[config.mk]
export PLATFORM = sky130hd
export DESIGN_NAME = cpd_isqrt
export DESIGN_NICKNAME = d
export VERILOG_FILES = /design/src/rtl/core/cpd_pkg.sv /design/src/rtl/core/cpd_isqrt.sv
export SDC_FILE = /design/constraint.sdc
export NUM_CORES = 1
export LEC_CHECK = 0
export ABC_AREA = 1
export BUFFER_PORTS_ARGS = -buffer_cell sky130_fd_sc_hd__buf_4
export CELL_PAD_IN_SITES_DETAIL_PLACEMENT = 0
export CELL_PAD_IN_SITES_GLOBAL_PLACEMENT = 1
export CORE_MARGIN = 2
export CORE_UTILIZATION = 34
export DETAILED_ROUTE_END_ITERATION = 8
export MAX_ROUTING_LAYER = met4
export PLACE_DENSITY_LB_ADDON = 0.1
export SETUP_SLACK_MARGIN = 0.5
export SLEW_MARGIN = 20
export SYNTH_ARGS = -nofsm -noshare
export SYNTH_HDL_FRONTEND = slang
export SYNTH_SLANG_ARGS = --single-unit
[constraint.sdc]
create_clock -name clk -period 3.21 [get_ports clk]
set_input_delay 0.1605 -clock clk [delete_from_list [all_inputs] [get_ports clk]]
set_output_delay 0.1605 -clock clk [all_outputs]
set_load 0.02 [all_outputs]
[src/rtl/core/cpd_pkg.sv]
// Shared types and constants of the closest-pair distance block.
`default_nettype none

package cpd_pkg;

	localparam int COORD_W = 16;
	localparam int SQ_W    = 34;
	localparam int DIST_W  = 31;
	localparam int ROOT_W  = 17;
	localparam int STEP_W  = 5;
	localparam int REM_W   = 20;

	localparam logic [DIST_W-1:0] NO_PAIR_VALUE = 31'd2000000000;
	localparam logic [SQ_W-1:0]   SQ_ALL_ONES   = {SQ_W{1'b1}};

	// One point travelling down the cell row, with the smallest squared
	// distance it has met so far.
	typedef struct packed {
		logic                      valid;
		logic                      last;
		logic                      cmp;
		logic signed [COORD_W-1:0] x;
		logic signed [COORD_W-1:0] y;
		logic [SQ_W-1:0]           dmin;
	} wave_t;

endpackage

`default_nettype wire

[src/rtl/core/cpd_isqrt.sv]
// Iterative integer square root, one result bit per cycle.
`default_nettype none

module cpd_isqrt (
	input  wire                          clk,
	input  wire                          arst_n,
	input  wire                          start,
	input  wire [cpd_pkg::SQ_W-1:0]      value,
	output logic                         done,
	output logic [cpd_pkg::ROOT_W-1:0]   root
);

	logic                          run_q;
	logic                          done_q;
	logic [cpd_pkg::STEP_W-1:0]    step_q;
	logic [cpd_pkg::SQ_W-1:0]      v_q;
	logic [cpd_pkg::REM_W-1:0]     rem_q;
	logic [cpd_pkg::ROOT_W-1:0]    root_q;

	logic [cpd_pkg::REM_W-1:0]     rem_next;
	logic [cpd_pkg::REM_W-1:0]     trial;
	logic                          ge;

	// Bring down the next two bits of the radicand and try a one digit.
	assign rem_next = {rem_q[cpd_pkg::REM_W-3:0], v_q[cpd_pkg::SQ_W-1 -: 2]};
	assign trial    = cpd_pkg::REM_W'({root_q, 2'b01});
	assign ge       = rem_next >= trial;

	always_ff @(posedge clk or negedge arst_n) begin
		if (!arst_n) begin
			run_q  <= 1'b0;
			done_q <= 1'b0;
			step_q <= '0;
		end else begin
			done_q <= 1'b0;
			if (start) begin
				run_q  <= 1'b1;
				step_q <= cpd_pkg::STEP_W'(cpd_pkg::ROOT_W - 1);
			end else if (run_q) begin
				step_q <= step_q - 1'b1;
				if (step_q == '0) begin
					run_q  <= 1'b0;
					done_q <= 1'b1;
				end
			end
		end
	end

	always_ff @(posedge clk) begin
		if (start) begin
			v_q    <= value;
			rem_q  <= '0;
			root_q <= '0;
		end else if (run_q) begin
			v_q    <= v_q << 2;
			rem_q  <= ge ? (rem_next - trial) : rem_next;
			root_q <= {root_q[cpd_pkg::ROOT_W-2:0], ge};
		end
	end

	assign done = done_q;
	assign root = root_q;

endmodule

`default_nettype wire

# Word level (Yosys, flattened, before mapping)
# Cells that the tools add are included.
# word_totals
elab_cells,22
ff_bits,76
output_inout_bits,18
# op_classes
add_sub_neg,2
n_reduce_logical,2
magnitude_cmp,1
n_mux,11
# op_table
op,count
$mux W34,2
$ge A20 B19 Y1,1
$mux W18,1
$sub A18 B18 Y18,1
$mux W5,2
$mux W1,6
$logic_not A5 Y1,1
$sub A5 B1 Y5 const B,1
$reduce_bool A2 Y1,1

# Longest topological paths before layout
# depth
ltp_word,4
mapped_depth,15
depth_no_buf,15

# Least setup slack after synthesis
# OpenSTA, ideal clock, no wires.
# synth_path
path_kind,input to register
startpoint,in start
endpoint,reg v_q[0] (netlist bit) (enable)
path_buffers,2
required_ps,2798
arrival_ps,1703
slack_ps,1095
setup_ps,412
stages,4
path_cell_list,clkbuf_1 > nor2_1 > inv_1 > clkbuf_1
# synth_via
elab_chain_cells,1
# synth_lines
item,line_no,source
"start, declared",cpd_isqrt.sv:7,"input wire start,"
$reduce_bool A2 Y1 (no line),n/a,
"end signal, assigned",cpd_isqrt.sv:51,v_q <= value;
"end signal, assigned",cpd_isqrt.sv:55,v_q <= v_q << 2;
"end, declared",cpd_isqrt.sv:16,logic [cpd_pkg::SQ_W-1:0] v_q;
# Every way passes these cells.
# A chain may end at the register's enable or synchronous reset.

# Final worst setup path
# layout_path
startpoint,reg root_q (netlist bit root[6])
endpoint,reg rem_q[8] (netlist bit)
# layout_via
elab_chain_cells,2
elab_cells_between_ends,3
# layout_lines
item,line_no,source
"start, declared",cpd_isqrt.sv:18,logic [cpd_pkg::ROOT_W-1:0] root_q;
"start signal, assigned",cpd_isqrt.sv:57,"root_q <= {root_q[cpd_pkg::ROOT_W-2:0], ge};"
$sub A18 B18 Y18 or $ge A20 B19 Y1 (tied branches),"cpd_isqrt.sv:56, cpd_isqrt.sv:27",
$mux W18 *,cpd_isqrt.sv:56,rem_q <= ge ? (rem_next - trial) : rem_next;
"end signal, assigned",cpd_isqrt.sv:56,
"end, declared",cpd_isqrt.sv:17,logic [cpd_pkg::REM_W-1:0] rem_q;
# Every way passes the cells marked *; elsewhere a longest branch is shown, timed or not.

==> metrics.log <==
[metrics] CP cell instances: inv_1, ha_1, nand2_1, inv_2, nand2_2, nor2_1, nand2_1, nand3_2, nand2_4, nand2_4, nor2_2, nand2_1, nand3_2
[metrics] critical-path maximum fanout: 20
[metrics] post-synthesis async set-or-reset flop share: 9.211%
[metrics] most numerous cell on the critical path: sky130_fd_sc_hd__nand2_1
[metrics] buffer cell driving the clock tree root: sky130_fd_sc_hd__clkbuf_16
[metrics] final weighted congestion of routability-driven global placement: 0.8444
[metrics] Register Area: 0.001897 mm^2
[metrics] Netlist Area Pre-Place: 0.004309 mm^2
[metrics] Critical Setup Path Class: flip-flop to flip-flop
[metrics] static leakage: 2.619 nW
[metrics] post-synthesis adder-cell area fraction: 6.098%
[metrics] Achievable Freq: 413.6 MHz
[metrics] total overflow reported by the global router: 0
[metrics] maximum number of pins on one net before global-route repair: 39
[metrics] net count after synthesis: 620
[metrics] Layout Cell Area excl Fill: 0.005162 mm^2
[metrics] sequential fraction of the synthesis area: 44.02%
[metrics] Cell variety after synth: 34
[metrics] Tot Pwr: 4.630 mW
[metrics] Die Wd: 116.6 um
[metrics] Max-cap violations: 0
[metrics] # hold bufs at CTS: 1
[metrics] slew margin rel.: 55.68%
[metrics] clock slew at the register clock pins of the worst setup and hold paths: 0.06 ns
[metrics] total core area: 0.01252 mm^2
[metrics] HPWL reported at the end of detailed placement: 8005 um
[metrics] simple-gate portion of the synthesized area: 33.91%
[metrics] worst IR drop on VDD: 0.3162 mV
[metrics] port buffer count: 54
[metrics] placed insts: 776
[metrics] type of the worst min-delay path: primary input to flip-flop
[metrics] number of nets with antenna violations after detailed routing: 0
[metrics] total number of clock tree sinks: 76
[metrics] longest individual stage delay on the worst path: 0.48 ns
[metrics] number of global-route vias before repair: 3569
[metrics] layout cells sized above 1: 18.04%
[metrics] post-detailed-routing wire length: 10610 um
[metrics] dominant combinational cell family by area after synthesis: simple AND/OR/NAND/NOR gates
[metrics] slowest library cell on the worst path: sky130_fd_sc_hd__nor2_2
[metrics] Worst-Margin Slew: 0.6638 ns
[metrics] height of the chip: 116.6 um
[metrics] area share of the largest cell type after synthesis: 23.69%
[metrics] Primary FF master, synth: sky130_fd_sc_hd__dfxtp_1
[metrics] setup violators final: 0
[metrics] complex-gate fraction of the synthesized area: 5.662%
[metrics] average routed wire per standard cell: 13.37 um
[metrics] nature of the critical path startpoint: flip-flop
[metrics] Final period util: 75.33%
[metrics] portion of netlist area occupied by mux cells: 0%
[metrics] final-report hold violation count: 0
[metrics] most common cell in the netlist: sky130_fd_sc_hd__nand2_1
[metrics] first-pass GRT wire length: 17980 um
[metrics] status: complete, no violations
[metrics] Ports: 55
[metrics] TritonCTS buffer count: 9
[metrics] CP bufs+invs: 2
[metrics] Max Buffers Root-to-Sink: 2
[metrics] Post-route DRC: 0
[metrics] mean instance size in the synthesized netlist: 7.667 um^2
[metrics] H-tree Lvls: 3
[metrics] Yosys top cell by area: sky130_fd_sc_hd__edfxtp_1
[metrics] total vias in the final route: 3587
[metrics] cell family contributing the most delay on the critical path: simple AND/OR/NAND/NOR gates
[metrics] post-CTS setup-driven buffer insertion count: 0
[metrics] std cell rows: 41
[metrics] GRT Util Overall: 17.57%
[metrics] minimum period implied by the final worst setup slack: 2.418 ns
[metrics] cells resized by post-CTS repair: 0
[metrics] Layout Cells excl Fill: 793
[metrics] area growth from synthesis to final layout: 19.80%
[metrics] CTS tree: done
[metrics] Post-synth EDFFs: 34
[metrics] mean number of vias per cell: 4.523
[metrics] RSZ-0062 raised after global routing: false
[metrics] Multi-input gate area: 0.002049 mm^2
[metrics] number of antenna violations at the first check in global routing: 0
[metrics] count of state elements after synthesis: 76
[metrics] fillers: 1357
[metrics] clock latency reported for the late side of the worst-skew pair: 0.33 ns
[metrics] arrival time at the worst endpoint: 2.70 ns
[metrics] Yosys Warn Count: 0
[metrics] leading cell types by total area after synthesis: sky130_fd_sc_hd__edfxtp_1, sky130_fd_sc_hd__nand2_1, sky130_fd_sc_hd__dfxtp_1
[metrics] total die area: 0.01359 mm^2
[metrics] first-pass iteration count of the detailed router: 4
[metrics] final cell utilization of the core: 41.24%
[metrics] XOR/XNOR share of the synthesized area: 1.829%
[metrics] Setup Skew: 0.004552 ns
[metrics] Mapped Cells: 562
[metrics] Starting Density: 34.43%
[metrics] Antenna diodes: 0
[metrics] total negative slack: 0 ns
[metrics] most common library cells after synthesis: sky130_fd_sc_hd__nand2_1, sky130_fd_sc_hd__inv_1, sky130_fd_sc_hd__dfxtp_1
[metrics] Critical Path RT: 3.49 ns
[metrics] Starting DRT DRC Count: 87
[metrics] Pwr per Cell Area: 897.0 mW/mm^2
[metrics] crit path capture type: flip-flop
[metrics] placed instance area: 0.004863 mm^2
[metrics] net count reported at finish: 674
[metrics] count of final max-slew check failures: 0
[logic make-up after synthesis]
| group | after synthesis |
|---|---|
| adder cells (fa/ha/maj) | 21 |
| buffers and inverters | 86 |
| flip-flops | 76 |
| AO/OA/AOI/OAI | 43 |
| AND/OR/NAND/NOR | 327 |
| XOR/XNOR | 9 |
[placed cells by master (no fill, tap or decap), types with 2 or more instances in the layout]
cell and instances:
sky130_fd_sc_hd__inv_2 3, sky130_fd_sc_hd__a21oi_1 15, sky130_fd_sc_hd__clkbuf_16 9, sky130_fd_sc_hd__nand3_2 20, sky130_fd_sc_hd__ha_1 21, sky130_fd_sc_hd__nand3_1 27, sky130_fd_sc_hd__nand2_1 236, sky130_fd_sc_hd__o22ai_1 17
sky130_fd_sc_hd__nor2_1 24, sky130_fd_sc_hd__buf_4 59, sky130_fd_sc_hd__inv_1 64, sky130_fd_sc_hd__nor2_2 5, sky130_fd_sc_hd__dfxtp_1 35, sky130_fd_sc_hd__xnor2_1 2, sky130_fd_sc_hd__o21ai_0 9, sky130_fd_sc_hd__nand3b_1 3
sky130_fd_sc_hd__edfxtp_1 34, sky130_fd_sc_hd__clkinv_1 2, sky130_fd_sc_hd__dfrtp_1 7, sky130_fd_sc_hd__clkinv_2 3, sky130_fd_sc_hd__clkbuf_8 3, sky130_fd_sc_hd__nand2_4 2, sky130_fd_sc_hd__nand2_2 4, sky130_fd_sc_hd__xor2_1 7
[tightest hold or removal path: stages]
cell and delay (ns):
sky130_fd_sc_hd__buf_4 0.07, sky130_fd_sc_hd__nand2_1 0.04, sky130_fd_sc_hd__inv_1 0.04
[layout make-up]
class                           count  area share [%]
Inverter                           69           5.017
Sequential cell                    76           36.74
Clock inverter                      4          0.4363
Tap cell                          172           4.169
Timing Repair Buffer               60           8.774
Clock buffer                       12           5.162
Multi-Input combinational cell    400           39.70
[where the power goes]
| group | leakage [nW] | internal [mW] | switching (mW) | total [mW] |
|---|---|---|---|---|
| Clock | 0.144 | 0.582 | 0.386 | 0.968 |
| Combinational | 1.73 | 0.794 | 1.49 | 2.28 |
| Sequential | 0.745 | 1.26 | 0.128 | 1.38 |
[sequential cells by signal, summed over array words and instances, names as in the netlist]
register,count
run_q,1
rem_q,18
root,17
v_q,34
done,1
step_q,5
[metrics by stage]
stage	worst slack (ns)	hold WS, ns
global route	0.5614	0.08429
floorplan	1.095	-0.1351
CTS	0.7444	0.07042
finish	0.7920	0.08122
global placement	0.7879	-0.02131
detailed placement	0.7252	-0.02142
[layer usage]
layer | share of wire [%] | routed length [um] | up-vias | global-route usage, %
met5 | 0 | 0 | - | -
li1 | - | - | 1907 | -
met3 | 3.4 | 360 | 14 | 2.802
met1 | 51 | 5419 | 1610 | 24.47
met2 | 44 | 4637 | 56 | 25.97
met4 | 1.8 | 188 | 0 | 6.118
[worst paths after layout]
kind | from | end | slack (ns) | cells past startpoint
min in group asynchronous | arst_n | step_q[0]$_DFFE_PN0P_ | 0.18 | 2
max reg2reg | root[6]$_SDFFE_PP0P_ | rem_q[8]$_SDFFE_PP0P_ | 0.79 | 13
max in group asynchronous | arst_n | done$_DFF_PN0_ | 2.91 | 2
min | value[0] | v_q[0]$_SDFFCE_PN0P_ | 0.08 | 3
min reg2reg | rem_q[17]$_SDFFE_PP0P_ | rem_q[17]$_SDFFE_PP0P_ | 0.47 | 2
max | root[6]$_SDFFE_PP0P_ | rem_q[8]$_SDFFE_PP0P_ | 0.79 | 13
No activity file was read; power rests on OpenSTA's default activity.
